### src/sv/bbc_pkg.sv
`default_nettype none
package bbc_pkg;

   // Bracket characters
   localparam logic [7:0] CHAR_OPEN_CURLY   = 8'h7B;
   localparam logic [7:0] CHAR_OPEN_SQUARE  = 8'h5B;
   localparam logic [7:0] CHAR_OPEN_ROUND   = 8'h28;
   localparam logic [7:0] CHAR_OPEN_ANGLE   = 8'h3C;
   localparam logic [7:0] CHAR_CLOSE_CURLY  = 8'h7D;
   localparam logic [7:0] CHAR_CLOSE_SQUARE = 8'h5D;
   localparam logic [7:0] CHAR_CLOSE_ROUND  = 8'h29;
   localparam logic [7:0] CHAR_CLOSE_ANGLE  = 8'h3E;

   // Width of the reported nesting depth
   localparam int unsigned NEST_W = 9;

   // Stacked bracket kind
   typedef enum logic [1:0] {
      KIND_CURLY  = 2'd0,
      KIND_SQUARE = 2'd1,
      KIND_ROUND  = 2'd2,
      KIND_ANGLE  = 2'd3
   } kind_type;

   // Sticky error held across the text
   typedef enum logic [1:0] {
      ERR_NONE     = 2'd0,
      ERR_MISMATCH = 2'd1,
      ERR_NO_OPEN  = 2'd2,
      ERR_OVERFLOW = 2'd3
   } err_type;

   // Verdict carried with each response
   typedef enum logic [2:0] {
      VERDICT_FINE     = 3'd0,
      VERDICT_MISMATCH = 3'd1,
      VERDICT_NO_OPEN  = 3'd2,
      VERDICT_OVERFLOW = 3'd3,
      VERDICT_BALANCED = 3'd4,
      VERDICT_UNCLOSED = 3'd5
   } verdict_type;

   // Classified byte: hit flag and kind
   typedef struct packed {
      logic     hit;
      kind_type kind;
   } class_type;

   // One response
   typedef struct packed {
      verdict_type        verdict;
      logic [7:0]         open_bracket;
      logic [NEST_W-1:0]  nesting_depth;
   } rsp_type;

   function automatic class_type classify_open(input logic [7:0] b);
      class_type c;
      c.hit  = 1'b1;
      c.kind = KIND_CURLY;
      case (b)
         CHAR_OPEN_CURLY:  c.kind = KIND_CURLY;
         CHAR_OPEN_SQUARE: c.kind = KIND_SQUARE;
         CHAR_OPEN_ROUND:  c.kind = KIND_ROUND;
         CHAR_OPEN_ANGLE:  c.kind = KIND_ANGLE;
         default:          c.hit  = 1'b0;
      endcase
      return c;
   endfunction

   function automatic class_type classify_close(input logic [7:0] b);
      class_type c;
      c.hit  = 1'b1;
      c.kind = KIND_CURLY;
      case (b)
         CHAR_CLOSE_CURLY:  c.kind = KIND_CURLY;
         CHAR_CLOSE_SQUARE: c.kind = KIND_SQUARE;
         CHAR_CLOSE_ROUND:  c.kind = KIND_ROUND;
         CHAR_CLOSE_ANGLE:  c.kind = KIND_ANGLE;
         default:           c.hit  = 1'b0;
      endcase
      return c;
   endfunction

   function automatic logic [7:0] open_char(input kind_type k);
      logic [7:0] ch;
      case (k)
         KIND_CURLY:  ch = CHAR_OPEN_CURLY;
         KIND_SQUARE: ch = CHAR_OPEN_SQUARE;
         KIND_ROUND:  ch = CHAR_OPEN_ROUND;
         KIND_ANGLE:  ch = CHAR_OPEN_ANGLE;
         default:     ch = CHAR_OPEN_CURLY;
      endcase
      return ch;
   endfunction

endpackage
`default_nettype wire

### src/sv/bbc_stack_mem.sv
`default_nettype none
module bbc_stack_mem #(
   parameter int unsigned DEPTH = 256,
   parameter int unsigned AW    = $clog2(DEPTH)
) (
   input  wire logic            clock,
   input  wire logic            wr_en,
   input  wire logic [AW-1:0]   wr_addr,
   input  wire bbc_pkg::kind_type wr_data,
   input  wire logic [AW-1:0]   rd_addr,
   output bbc_pkg::kind_type    rd_data
);

   bbc_pkg::kind_type mem_ff [DEPTH];
   bbc_pkg::kind_type rd_ff;

   // Write one entry on push
   always_ff @(posedge clock) begin
      if (wr_en) begin
         mem_ff[wr_addr] <= wr_data;
      end
   end

   // Read every cycle, data registered
   always_ff @(posedge clock) begin
      rd_ff <= mem_ff[rd_addr];
   end

   assign rd_data = rd_ff;

endmodule
`default_nettype wire

### src/sv/bbc_rsp_stage.sv
`default_nettype none
module bbc_rsp_stage (
   input  wire logic             clock,
   input  wire logic             reset,
   input  wire logic             load,
   input  wire bbc_pkg::rsp_type load_data,
   output logic                  busy,
   output logic                  rsp_valid,
   input  wire logic             rsp_stall,
   output bbc_pkg::rsp_type      rsp_data
);

   logic             valid_ff;
   logic             valid_in;
   bbc_pkg::rsp_type data_ff;

   // Hold the response until taken, refill in the same cycle
   always_comb begin
      valid_in = valid_ff;
      if (load) begin
         valid_in = 1'b1;
      end else if (!rsp_stall) begin
         valid_in = 1'b0;
      end
   end

   always_ff @(posedge clock) begin
      if (reset) begin
         valid_ff <= 1'b0;
      end else begin
         valid_ff <= valid_in;
      end
   end

   always_ff @(posedge clock) begin
      if (load) begin
         data_ff <= load_data;
      end
   end

   assign busy      = valid_ff & rsp_stall;
   assign rsp_valid = valid_ff;
   assign rsp_data  = data_ff;

`ifndef SYNTHESIS
   a_load_only_when_free: assert property (@(posedge clock) disable iff (reset)
      load |-> !busy)
      else $error("response loaded while the held one is stalled");
   a_hold_when_stalled: assert property (@(posedge clock) disable iff (reset)
      (valid_ff && rsp_stall) |=> (valid_ff && data_ff == $past(data_ff)))
      else $error("stalled response changed");
   a_load_sets_valid: assert property (@(posedge clock) disable iff (reset)
      load |=> valid_ff)
      else $error("loaded response not presented");
`endif

endmodule
`default_nettype wire

### src/sv/bracket_balance_checker_unit.sv
// Channel   | ports                                          | role
// ----------+------------------------------------------------+---------------------------
// request   | req_valid, req_stall, req_text_byte,           | one text byte per request
//           | req_end_of_text                                |
// response  | rsp_valid, rsp_stall, rsp_verdict,             | one verdict per byte
//           | rsp_open_bracket, rsp_nesting_depth            |
//
// One request per cycle while the response side does not stall; its response appears in the cycle after acceptance.
// The stack top lives in a register, the entry below it is read from the
// single-port-read stack memory every cycle, so a pop needs no wait.
// Synchronous reset clears depth, error and response valid; no clearing pass.
// A stalled response holds and stalls the request side in the same cycle.
`default_nettype none
module bracket_balance_checker_unit #(
   parameter int unsigned STACK_DEPTH = 256
) (
   input  wire logic       clock,
   input  wire logic       reset,
   input  wire logic       req_valid,
   output logic            req_stall,
   input  wire logic [7:0] req_text_byte,
   input  wire logic       req_end_of_text,
   output logic            rsp_valid,
   input  wire logic       rsp_stall,
   output logic [2:0]      rsp_verdict,
   output logic [7:0]      rsp_open_bracket,
   output logic [8:0]      rsp_nesting_depth
);

   localparam int unsigned AW = (STACK_DEPTH > 1) ? $clog2(STACK_DEPTH) : 1;
   localparam int unsigned DW = $clog2(STACK_DEPTH + 1);

   logic [DW-1:0]        depth_ff, depth_in, depth_upd;
   bbc_pkg::kind_type    top_ff, top_in;
   bbc_pkg::err_type     err_ff, err_in, err_upd;
   logic [7:0]           ebr_ff, ebr_in, ebr_upd;

   logic                 accept;
   logic                 busy;
   bbc_pkg::class_type   opn, cls;
   logic                 full;
   logic                 wr_en;
   bbc_pkg::kind_type    under_kind;
   logic [DW-1:0]        under_idx;
   logic [DW+bbc_pkg::NEST_W-1:0] nest_ext;
   bbc_pkg::rsp_type     rsp_new, rsp_data;

   assign accept    = req_valid & ~busy;
   assign req_stall = busy;
   assign opn       = bbc_pkg::classify_open(req_text_byte);
   assign cls       = bbc_pkg::classify_close(req_text_byte);
   assign full      = (depth_ff == DW'(STACK_DEPTH));

   // Advance the stack for an accepted byte
   always_comb begin
      depth_upd = depth_ff;
      top_in    = top_ff;
      err_upd   = err_ff;
      ebr_upd   = ebr_ff;
      wr_en     = 1'b0;
      if (accept && err_ff == bbc_pkg::ERR_NONE) begin
         if (opn.hit) begin
            if (full) begin
               err_upd = bbc_pkg::ERR_OVERFLOW;
            end else begin
               wr_en     = 1'b1;
               depth_upd = depth_ff + DW'(1);
               top_in    = opn.kind;
            end
         end else if (cls.hit) begin
            if (depth_ff == '0) begin
               err_upd = bbc_pkg::ERR_NO_OPEN;
            end else if (top_ff == cls.kind) begin
               depth_upd = depth_ff - DW'(1);
               top_in    = under_kind;
            end else begin
               err_upd = bbc_pkg::ERR_MISMATCH;
               ebr_upd = bbc_pkg::open_char(top_ff);
            end
         end
      end
   end

   // Drop all text state after the last byte
   always_comb begin
      depth_in = depth_upd;
      err_in   = err_upd;
      ebr_in   = ebr_upd;
      if (accept && req_end_of_text) begin
         depth_in = '0;
         err_in   = bbc_pkg::ERR_NONE;
         ebr_in   = '0;
      end
   end

   // Form the response from the updated state
   assign nest_ext = {{bbc_pkg::NEST_W{1'b0}}, depth_upd};

   always_comb begin
      rsp_new.verdict       = bbc_pkg::verdict_type'({1'b0, err_upd});
      rsp_new.open_bracket  = (err_upd == bbc_pkg::ERR_MISMATCH) ? ebr_upd : 8'h00;
      rsp_new.nesting_depth = nest_ext[bbc_pkg::NEST_W-1:0];
      if (req_end_of_text && err_upd == bbc_pkg::ERR_NONE) begin
         if (depth_upd == '0) begin
            rsp_new.verdict = bbc_pkg::VERDICT_BALANCED;
         end else begin
            rsp_new.verdict      = bbc_pkg::VERDICT_UNCLOSED;
            rsp_new.open_bracket = bbc_pkg::open_char(top_in);
         end
      end
   end

   always_ff @(posedge clock) begin
      if (reset) begin
         depth_ff <= '0;
         err_ff   <= bbc_pkg::ERR_NONE;
         ebr_ff   <= '0;
      end else begin
         depth_ff <= depth_in;
         err_ff   <= err_in;
         ebr_ff   <= ebr_in;
      end
   end

   always_ff @(posedge clock) begin
      top_ff <= top_in;
   end

   // Prefetch the entry just below the next top
   assign under_idx = depth_in - DW'(2);

   bbc_stack_mem #(
      .DEPTH (STACK_DEPTH),
      .AW    (AW)
   ) u_stack (
      .clock   (clock),
      .wr_en   (wr_en),
      .wr_addr (depth_ff[AW-1:0]),
      .wr_data (opn.kind),
      .rd_addr (under_idx[AW-1:0]),
      .rd_data (under_kind)
   );

   bbc_rsp_stage u_rsp (
      .clock     (clock),
      .reset     (reset),
      .load      (accept),
      .load_data (rsp_new),
      .busy      (busy),
      .rsp_valid (rsp_valid),
      .rsp_stall (rsp_stall),
      .rsp_data  (rsp_data)
   );

   assign rsp_verdict       = rsp_data.verdict;
   assign rsp_open_bracket  = rsp_data.open_bracket;
   assign rsp_nesting_depth = rsp_data.nesting_depth;

`ifndef SYNTHESIS
   a_depth_bounded: assert property (@(posedge clock) disable iff (reset)
      depth_ff <= DW'(STACK_DEPTH))
      else $error("stack depth beyond capacity");
   a_error_sticky: assert property (@(posedge clock) disable iff (reset)
      (accept && !req_end_of_text && err_ff != bbc_pkg::ERR_NONE)
      |=> (err_ff == $past(err_ff) && depth_ff == $past(depth_ff)))
      else $error("error or depth changed after an error");
   a_end_clears: assert property (@(posedge clock) disable iff (reset)
      (accept && req_end_of_text)
      |=> (depth_ff == '0 && err_ff == bbc_pkg::ERR_NONE))
      else $error("state not cleared after last byte");
   a_no_write_on_error: assert property (@(posedge clock) disable iff (reset)
      wr_en |-> (err_ff == bbc_pkg::ERR_NONE && !full))
      else $error("stack written while in error or full");
`endif

endmodule
`default_nettype wire

### config.mk
export PLATFORM = sky130hd
export DESIGN_NAME = bracket_balance_checker_unit
export DESIGN_NICKNAME = d
export VERILOG_FILES = /design/src/sv/bbc_pkg.sv /design/src/sv/bbc_stack_mem.sv /design/src/sv/bbc_rsp_stage.sv /design/src/sv/bracket_balance_checker_unit.sv
export SDC_FILE = /design/constraint.sdc
export NUM_CORES = 1
export LEC_CHECK = 0
export ABC_AREA = 1
export BUFFER_PORTS_ARGS = -buffer_cell sky130_fd_sc_hd__buf_4
export CAP_MARGIN = 10
export CORE_UTILIZATION = 55
export DETAILED_ROUTE_END_ITERATION = 16
export PLACE_DENSITY = 0.71
export SYNTH_ARGS = -nofsm -noshare
export SYNTH_HDL_FRONTEND = slang
export SYNTH_SLANG_ARGS = --single-unit
### constraint.sdc
create_clock -name clock -period 6.1 [get_ports clock]
set_input_delay 0.305 -clock clock [delete_from_list [all_inputs] [get_ports clock]]
set_output_delay 0.305 -clock clock [all_outputs]
set_load 0.01 [all_outputs]
==> results of run 1 <==
==> synthesized netlist by cell type, types with 2 or more instances <==
cell and count:
a21oi_1 8, a21oi_2 3, buf_1 8, buf_2 58, buf_4 26, buf_6 8, clkbuf_1 55, dfxtp_1 24
edfxtp_1 532, ha_1 6, inv_1 296, inv_2 16, nand2_1 651, nand2_2 8, nand2_4 3, nand3_1 466
nand3_2 6, nand3_4 2, nand3b_1 92, nand4_1 5, nor2_1 300, nor2_2 3, nor3_1 13, nor4_1 2
o211ai_1 4, o21a_1 2, o21ai_0 16, o21ai_1 3, o22ai_1 4, xor2_1 4
==> state kept, by name, indices dropped and copies added, names as in the netlist <==
register and count:
err_ff 2, u_stack.rd_data 2, u_stack.mem_ff 512, ebr_ff 8
top_ff 2, u_rsp.rsp_valid 1, u_rsp.rsp_data 20, depth_ff 9
==> cells in the final DEF (no fill, tap or decap), types with 6 or more instances in the layout <==
| master | n |
|---|---|
| nand2_4 | 8 |
| nand3_2 | 12 |
| nor2_1 | 300 |
| nand3_1 | 460 |
| clkinv_1 | 7 |
| nand2_2 | 6 |
| o21ai_0 | 16 |
| nor3_1 | 13 |
| nand2_1 | 647 |
| dfxtp_1 | 24 |
| nand3b_1 | 92 |
| buf_4 | 52 |
| inv_1 | 296 |
| edfxtp_1 | 532 |
| clkbuf_1 | 21 |
| clkbuf_16 | 57 |
| inv_2 | 16 |
| clkinv_2 | 9 |
| a21oi_1 | 8 |
==> routing by layer <==
metal  up-vias  global-route usage [%]  wire, µm
li1       8665                       -         -
met5         -                       0         0
met1      8992                    37.8     26500
met3       115                    3.80      5620
met2       809                    44.4     30200
met4         0                    9.44      1820
==> worst reg2reg max path, cell delays in order (launching register included) <==
cell and delay, ps:
dfxtp_1 420, inv_1 160, ha_1 310, nand2_4 300, inv_2 60, nand3_1 80
nand2_1 80, inv_2 100, nand3_4 110, nand3_1 110, nand3_2 120, nand2_2 130
nand2_4 330, ha_2 540, buf_4 670, nand3_1 240, nand3_1 140, nand3_1 100
nand3_1 170, nand3_1 100, nand3_1 160, nand2_1 70
==> final cells by class <==
| type | count | area, µm² |
|---|---|---|
| clock buffers | 79 | 1520 |
| clock inverters | 19 | 120 |
| fillers | 3914 | 18400 |
| inverters | 313 | 1170 |
| multi-input cells | 1615 | 7510 |
| flip-flops and latches | 556 | 16500 |
| well taps | 607 | 759 |
| repair buffers | 58 | 490 |
==> metrics by stage <==
stage                     utilization [%]  std cells  hold WS, ps
after global routing                 60.3       3247          114
after detailed placement             56.8       3147          436
after floorplan                         -       2639          374
after global placement               56.8       3147          437
after CTS                            60.3       3247         84.3
final                                60.3       3247          109
==> power by group <==
part | switching (mW) | internal, mW | leakage (nW)
registers | 0.00763 | 4.14 | 5.17
clock network | 1.39 | 1.76 | 0.802
logic | 0.131 | 0.0515 | 4.98
==> kinds of logic (layout without fill, tap and decap cells) <==
| kind of cell | count (synthesis) | after routing |
|---|---|---|
| AOI/OAI and AO/OA | 45 | 45 |
| xor gates and xnor gates | 7 | 7 |
| adders and majority gates | 6 | 6 |
| buffers and inverters | 468 | 469 |
| DFF | 556 | 556 |
| and+or+nand+nor | 1557 | 1557 |
==> worst max-delay path by stage <==
stage	startpoint	depth (start not counted)	slack (ps)	endpoint
after floorplan	req_text_byte[6]	11	1320	u_rsp.rsp_data[10]
after global placement	depth_ff[0]	21	1720	u_stack.rd_data[1]
after detailed placement	depth_ff[0]	21	1590	u_stack.rd_data[1]
after CTS	depth_ff[0]	21	1570	u_stack.rd_data[0]
after global routing	depth_ff[0]	21	1220	u_stack.rd_data[1]
final	depth_ff[0]	21	1490	u_stack.rd_data[1]
==> results.cfg, run 1 <==
[logic_synthesis]
async_flop_share_pct = 0
muxShareOfSynthArea_pct = 0
ys_types = 45
synth_top_area_cell = edfxtp_1
synth_simple_gate_area_share_pct = 27.0
synth_area_leaders = edfxtp_1 (62%), nand2_1 (9.4%), nand3_1 (9.0%)
yosys_warnings = 0
synth_top_area_share_pct = 61.8
ys_ff_latch = 556
synth_edf_count = 532
synth_area_mm2 = 0.0259
ys_seq_area_share_pct = 63.6
syn_area_per_cell_um2 = 9.80
syn_inst = 2639
ys.flop_type = edfxtp_1
synth_xor_area_share_pct = 0.339
synth_top_family_by_area = simple AND/OR/NAND/NOR gates
synthAdderAreaFrac_pct = 0.290
synth_compound_area_share_pct = 1.10
synth_nets = 2658

[worst_setup_path]
r2r_slack_ps = 1490
worst_path_most_repeated_cell = nand3_1
crit_buf_inv = 4
start_kind = flop
max_stage_delay_ps = 670
critPathSlowestCell = buf_4
reg2regPathDepth = 21
cp_top_family = simple AND/OR/NAND/NOR gates
r2r-start = depth_ff[0]
cp_max_fo = 64
rr_endpoint = u_stack.rd_data[1]
crit_chain = inv_1 -> ha_1 -> nand2_4 -> inv_2 -> nand3_1 -> nand2_1 -> inv_2 -> nand3_4 -> nand3_1 -> nand3_2 -> nand2_2 -> nand2_4 -> ha_2 -> buf_4 -> nand3_1 -> nand3_1 -> nand3_1 -> nand3_1 -> nand3_1 -> nand3_1 -> nand2_1
cp.required_ps = 6600
timing.setup.critical_path_class = flop to flop
cp.arrival_ps = 5120
crit_path_end_kind = flop

[detailed_routing]
vias = 18581
drtPass1Iterations = 6
drc = 0
wl_per_cell_um = 19.8
avgViaCountPerCell = 5.72
wirelength_um = 64200
final_antenna_net_count = 0
drt-initial-drc-count = 2095

[clock_tree]
cts_hold_buf = 2
clk_latency_ps = 610
clk_pin_slew_ps = 60
post_cts_buffers = 0
cts_buffers = 56
clock_path_buffers = 3
cts_sinks = 556
cts_resized = 0
root_buffer = clkbuf_16
tritoncts = done
htreeDepth = 2

[sta]
fin_crit_ps = 4610
finalClockSkew_ps = 22.3
tns_ps = 0
fin_ws_ps = 1490
slew_viol_final = 0
finalCritPeriodShare_pct = 75.6
finalHoldViolations = 0
setup_viol = 0
relSlewSlack_pct = 20.9
worst_slew_pin_slew_ps = 1190
rsz0062_at_grt = no
fmax_mhz = 217

[global_route]
antenna_found_initial = 0
grt_pass1_wl_um = 99000
track_usage_pct = 27.3
grt_pass1_vias = 17846
gr-total-overflow = 0
grt_max_degree = 258

[flow_run]
cap_violations = 0

[power_and_ir_drop]
peakVddDrop_mv = 0.221
leakage_nw = 10.9
power_density_mw_per_mm2 = 267
total_power_mw = 7.48

[floorplan]
ios = 35
die_y_um = 219
start_util_pct = 55.7
std_cell_rows = 79
coreArea_mm2 = 0.0465
dieArea_mm2 = 0.0479
die_w_um = 219

[worst_hold_path]
min-delay-start = req_end_of_text
hold_depth = 3
min_to = u_rsp.rsp_data[19]
min-delay-path-class = input port to flop

[cells_and_area]
finalInstanceArea_mm2 = 0.0280
areaGrowthSynthToFinish_pct = 8.37
antennaDiodeCount = 0
drive_gt1_share_pct = 7.12
layout.nets = 2619

[place]
place_hpwl_um = 35500
place.gp.congestion = 0.888
io_buffers = 34
post-place-ws_ps = 1590
placed_area_mm2 = 0.0264

[status]
status = completed
(Power assumes the default switching activity.)
==> run 2, diff against run 1 <==
PLACE_DENSITY = 0.74   (was 0.71)
clock period = 3.95 ns   (was 6.1 ns; I/O delays follow)
==> run 2 against run 1 <==
  * Clock skew is 3.4 ps lower
  * Global-route usage rose by 1.4 points
  * Die area did not move
  * Total power rose by 60%
  * Worst hold slack better by 160 ps
  * Maximum frequency rose by 26%
  * Sequential power rose by 54%
  * Register-to-register slack got worse by 1200 ps
  * Worst setup slack lost 1200 ps
  * Non-clock buffer count grew 50
  * Largest cell class unchanged
==> results.cfg, run 2 (synthesized netlist as in run 1, its figures left out) <==
[status]
status = completed

[clock_tree]
cts_sinks = 556
root_buffer = clkbuf_16
clk_latency_ps = 620
cts_buffers = 57
post_cts_buffers = 0
cts_resized = 0
htreeDepth = 2
clk_pin_slew_ps = 60
clock_path_buffers = 3
cts_hold_buf = 3
tritoncts = done

[floorplan]
ios = 35
dieArea_mm2 = 0.0479
std_cell_rows = 79
die_y_um = 219
start_util_pct = 55.7
coreArea_mm2 = 0.0465
die_w_um = 219

[global_route]
track_usage_pct = 28.7
grt_pass1_vias = 18558
grt_max_degree = 257
antenna_found_initial = 0
grt_pass1_wl_um = 103000
gr-total-overflow = 0

[cells_and_area]
final_cell_mix = nand2_1 (647), edfxtp_1 (532), nand3_1 (461)
layout.nets = 2670
final_common_cell = nand2_1
top_register = u_stack.mem_ff
antennaDiodeCount = 0
drive_gt1_share_pct = 8.98
largest_register_ffs = 512
areaGrowthSynthToFinish_pct = 11.2
fillerInstances = 3670

[worst_setup_path]
start_kind = flop
crit_chain = inv_1 -> ha_1 -> nand2_4 -> inv_2 -> nand3_1 -> nand2_1 -> inv_2 -> nand3_4 -> nand3_1 -> nand3_2 -> nand2_2 -> nand2_4 -> buf_4 -> nor2_1 -> o21ai_0 -> nand3_1 -> nand3_1 -> nand3_1 -> nand3_1 -> nand3_1 -> nand3_1 -> nand2_1
worst_path_most_repeated_cell = nand3_1
cp.arrival_ps = 4150
timing.setup.critical_path_class = flop to flop
critPathSlowestCell = buf_4
cp_max_fo = 64
cp.required_ps = 4450
crit_path_end_kind = flop
max_stage_delay_ps = 690

[place]
io_buffers = 34
post-place-ws_ps = 345
place_hpwl_um = 39400
place.gp.congestion = 0.915

[sta]
fin_crit_ps = 3660
finalClockSkew_ps = 18.9
relSlewSlack_pct = 5.44
finalCritPeriodShare_pct = 92.5
setup_viol = 0
worst_slew_pin_slew_ps = 1420
fmax_mhz = 274
tns_ps = 0
slew_viol_final = 0
fin_ws_ps = 294
rsz0062_at_grt = no
finalHoldViolations = 0

[detailed_routing]
wirelength_um = 67800
drc = 0
final_antenna_net_count = 0
drt-initial-drc-count = 2328
vias = 19180
wl_per_cell_um = 20.5
drtPass1Iterations = 6
avgViaCountPerCell = 5.81

[flow_run]
cap_violations = 0

[power_and_ir_drop]
power_density_mw_per_mm2 = 418
leakage_nw = 11.3
peakVddDrop_mv = 0.392

[worst_hold_path]
min-delay-path-class = input port to flop
-- run 2: cell count changes in the layout (fill, tap and decap cells not counted), moves of 2 or more --
cell       before  now
nand2_4         8    6
buf_4          52   88
nand2_8         1    3
clkbuf_1       21    9
buf_12          4   17
clkinv_1        7   17
bufinv_16       1    7
clkinv_2        9   11
-- run 2: stage by stage --
step / util, % / cells / hold WS (ps) / instance area, µm² / power (mW)
3_3_place_gp: 57.9 / 3196 / 438 / 26900 / 6.81
5_1_grt: 61.9 / 3301 / 266 / 28800 / 12.3
3_5_place_dp: 57.9 / 3196 / 438 / 26900 / 6.82
4_1_cts: 61.9 / 3301 / 229 / 28800 / 12.0
2_1_floorplan: - / 2639 / 267 / 25900 / 6.70
6_report: 61.9 / 3301 / 273 / 28800 / 12.0
-- run 2: metal layers --
metal	wire length [µm]	track usage, %	vias up
met5	0	0	-
met4	3000	13.8	0
met3	6890	5.50	201
met2	31700	46.4	968
met1	26100	37.4	9245
li1	-	-	8766
-- run 2: worst max-delay path, delay by kind of cell, from the launching register on --
family / cells / cell delay [ps]
fa+ha+maj: 1 / 290
flops: 1 / 350
buf+inv: 4 / 930
simple gates: 16 / 1810
compound gates: 1 / 120
-- run 2: final timing paths --
check | from | endpoint | slack [ps] | cells past startpoint
setup / recovery | depth_ff[0] | u_stack.rd_data[1] | 290 | 22
hold / removal | req_valid | u_rsp.rsp_data[1] | 270 | 4
setup reg to reg | depth_ff[0] | u_stack.rd_data[1] | 290 | 22
hold reg to reg | ebr_ff[3] | ebr_ff[3] | 450 | 2
-- run 2: layout make-up --
| type | instances | area, µm² | share of cell area, % |
|---|---|---|---|
| Sequential cell | 556 | 16500 | 57.2 |
| Multi-Input combinational cell | 1615 | 7520 | 26.2 |
| Clock buffer | 66 | 1460 | 5.08 |
| Inverter | 313 | 1170 | 4.09 |
| Timing Repair Buffer | 108 | 1030 | 3.59 |
| Tap cell | 607 | 759 | 2.64 |
| Clock inverter | 36 | 350 | 1.22 |
-- run 2: power by group --
group | switching [mW] | internal (mW) | total, mW
combinational | 0.208 | 0.0925 | 0.300
clock | 2.22 | 3.08 | 5.31
sequential | 0.0104 | 6.39 | 6.40
==> run 3, diff against run 2 <==
BUFFER_PORTS_ARGS = unset   (was -buffer_cell sky130_fd_sc_hd__buf_4)
DONT_BUFFER_PORTS = 1   (was unset)
PLACE_DENSITY = unset   (was 0.74)
PLACE_DENSITY_LB_ADDON = 0.2   (was unset)
==> run 3 against run 2 <==
  * Sequential power is essentially flat
  * Global-route usage is essentially flat
  * Worst setup slack lost 17 ps
  * Wire length shrank 1.1%
  * Largest cell class unchanged
  * First-iteration DRC count shrank 9.1%
  * Critical path type unchanged
==> results.cfg, run 3 (synthesized netlist as in run 1, its figures left out) <==
[global_route]
grt_pass1_vias = 18414
grt_max_degree = 163
gr-total-overflow = 0
grt_pass1_wl_um = 103000
track_usage_pct = 28.7
antenna_found_initial = 0

[sta]
tns_ps = 0
finalHoldViolations = 0
setup_viol = 0
worst_slew_pin_slew_ps = 980
finalCritPeriodShare_pct = 93.0
fmax_mhz = 272
rsz0062_at_grt = no
slew_viol_final = 0
relSlewSlack_pct = 34.6
fin_crit_ps = 3670
finalClockSkew_ps = 25.7

[floorplan]
die_y_um = 219
start_util_pct = 55.7
die_w_um = 219
dieArea_mm2 = 0.0479
coreArea_mm2 = 0.0465
ios = 35
std_cell_rows = 79

[cells_and_area]
largest_register_ffs = 512
drive_gt1_share_pct = 8.35
antennaDiodeCount = 0
layout.nets = 2646
final_common_cell = nand2_1
top_register = u_stack.mem_ff
finalInstanceArea_mm2 = 0.0285
fin_cells = 3278
areaGrowthSynthToFinish_pct = 10.3
final_cell_mix = nand2_1 (647), edfxtp_1 (532), nand3_1 (460)

[detailed_routing]
vias = 18874
avgViaCountPerCell = 5.76
wl_per_cell_um = 20.4
drt-initial-drc-count = 2115
drc = 0
wirelength_um = 67000
final_antenna_net_count = 0
drtPass1Iterations = 8

[place]
place.gp.congestion = 0.884
place_hpwl_um = 38600
io_buffers = 0
dp.cells = 3172
placed_area_mm2 = 0.0267

[clock_tree]
post_cts_buffers = 0
clk_pin_slew_ps = 60
clk_latency_ps = 630
cts_buffers = 57
htreeDepth = 2
clock_path_buffers = 3
cts_sinks = 556
tritoncts = done
root_buffer = clkbuf_16

[status]
status = completed

[worst_setup_path]
r2r-start = depth_ff[1]
max_stage_delay_ps = 390
start_kind = flop
critPathSlowestCell = ha_2
timing.setup.critical_path_class = flop to flop
cp_top_family = simple AND/OR/NAND/NOR gates
reg2regPathDepth = 22
crit_start = depth_ff[1]
crit_path_end_kind = flop
cp.arrival_ps = 4190
crit_chain = inv_1 -> ha_2 -> nand2_4 -> inv_2 -> nand3_1 -> nand2_1 -> inv_2 -> nand3_4 -> nand3_1 -> nand3_2 -> nand2_2 -> nand2_4 -> ha_2 -> inv_2 -> buf_12 -> nand3_1 -> nand3_1 -> nand3_1 -> nand3_1 -> nand3_1 -> nand3_1 -> nand2_1
r2r_slack_ps = 280
crit_buf_inv = 5
cp.required_ps = 4470
cp_max_fo = 38
worst_path_most_repeated_cell = nand3_1
rr_endpoint = u_stack.rd_data[0]
worstSetupEndpoint = u_stack.rd_data[0]
path_depth = 22

[power_and_ir_drop]
peakVddDrop_mv = 0.481
power_density_mw_per_mm2 = 412
leakage_nw = 11.2

[worst_hold_path]
min-delay-path-class = input port to flop

[flow_run]
cap_violations = 0
run 3: cell count changes in the layout (fill, tap and decap cells not counted), sizes merged:
cell	change
clkbuf	-1
buf	-24
inv	+1
bufinv	-4
clkinv	+5
run 3: metal layers:
layer	vias to the layer above	track usage [%]	routed length, µm
met4	0	11.6	2710
li1	8717	-	-
met3	192	4.67	5720
met1	9104	39.2	27100
met5	-	0	0
met2	861	45.9	31500
run 3: cell type report:
| cell class | count | area [µm²] |
|---|---|---|
| tap | 607 | 759 |
| multi-input combinational | 1615 | 7530 |
| clock inverter | 38 | 279 |
| sequential | 556 | 16500 |
| timing repair buffer | 84 | 871 |
| fill | 3794 | 17900 |
| inverter | 313 | 1170 |
| clock buffer | 65 | 1460 |
run 3: repair_timing:
| item | CTS | global route |
|---|---|---|
| setup endpoints to repair | 0 | 2 |
| hold buffers | 3 | 0 |
| resized for setup | 0 | 2 |
| hold endpoints to repair | 19 | 0 |
run 3: worst min-delay path by stage:
stage	start	end	cells after the start
after floorplan	reset	u_rsp.rsp_valid	1
after global placement	reset	u_rsp.rsp_valid	1
after detailed placement	reset	u_rsp.rsp_valid	1
after CTS	req_valid	u_rsp.rsp_data[2]	3
after global routing	req_valid	u_rsp.rsp_data[10]	3
final	req_valid	u_rsp.rsp_data[10]	3
run 3: power breakdown:
part	total, mW	switching (mW)	internal, mW
Sequential	6.41	0.0174	6.39
Combinational	0.267	0.193	0.0736
Clock	5.07	2.24	2.83
run 3: through the flow:
stage	worst slack (ps)	hold slack, ps	total power [mW]	utilization (%)
finish	278	112	11.7	61.4
global route	50.2	119	12.0	61.4
CTS	286	97.9	11.8	61.4
detailed placement	335	273	6.79	57.6
global placement	370	271	6.79	57.6
floorplan	165	267	6.70	-
run 3: worst register-to-register path: stages, from the launching register on:
cell and delay [ps]:
dfxtp_1 370, inv_1 200, ha_2 300, nand2_4 130, inv_2 80, nand3_1 70, nand2_1 110, inv_2 70
nand3_4 100, nand3_1 90, nand3_2 110, nand2_2 90, nand2_4 230, ha_2 400, inv_2 130, buf_12 240
nand3_1 150, nand3_1 80, nand3_1 170, nand3_1 220, nand3_1 100, nand3_1 90, nand2_1 50
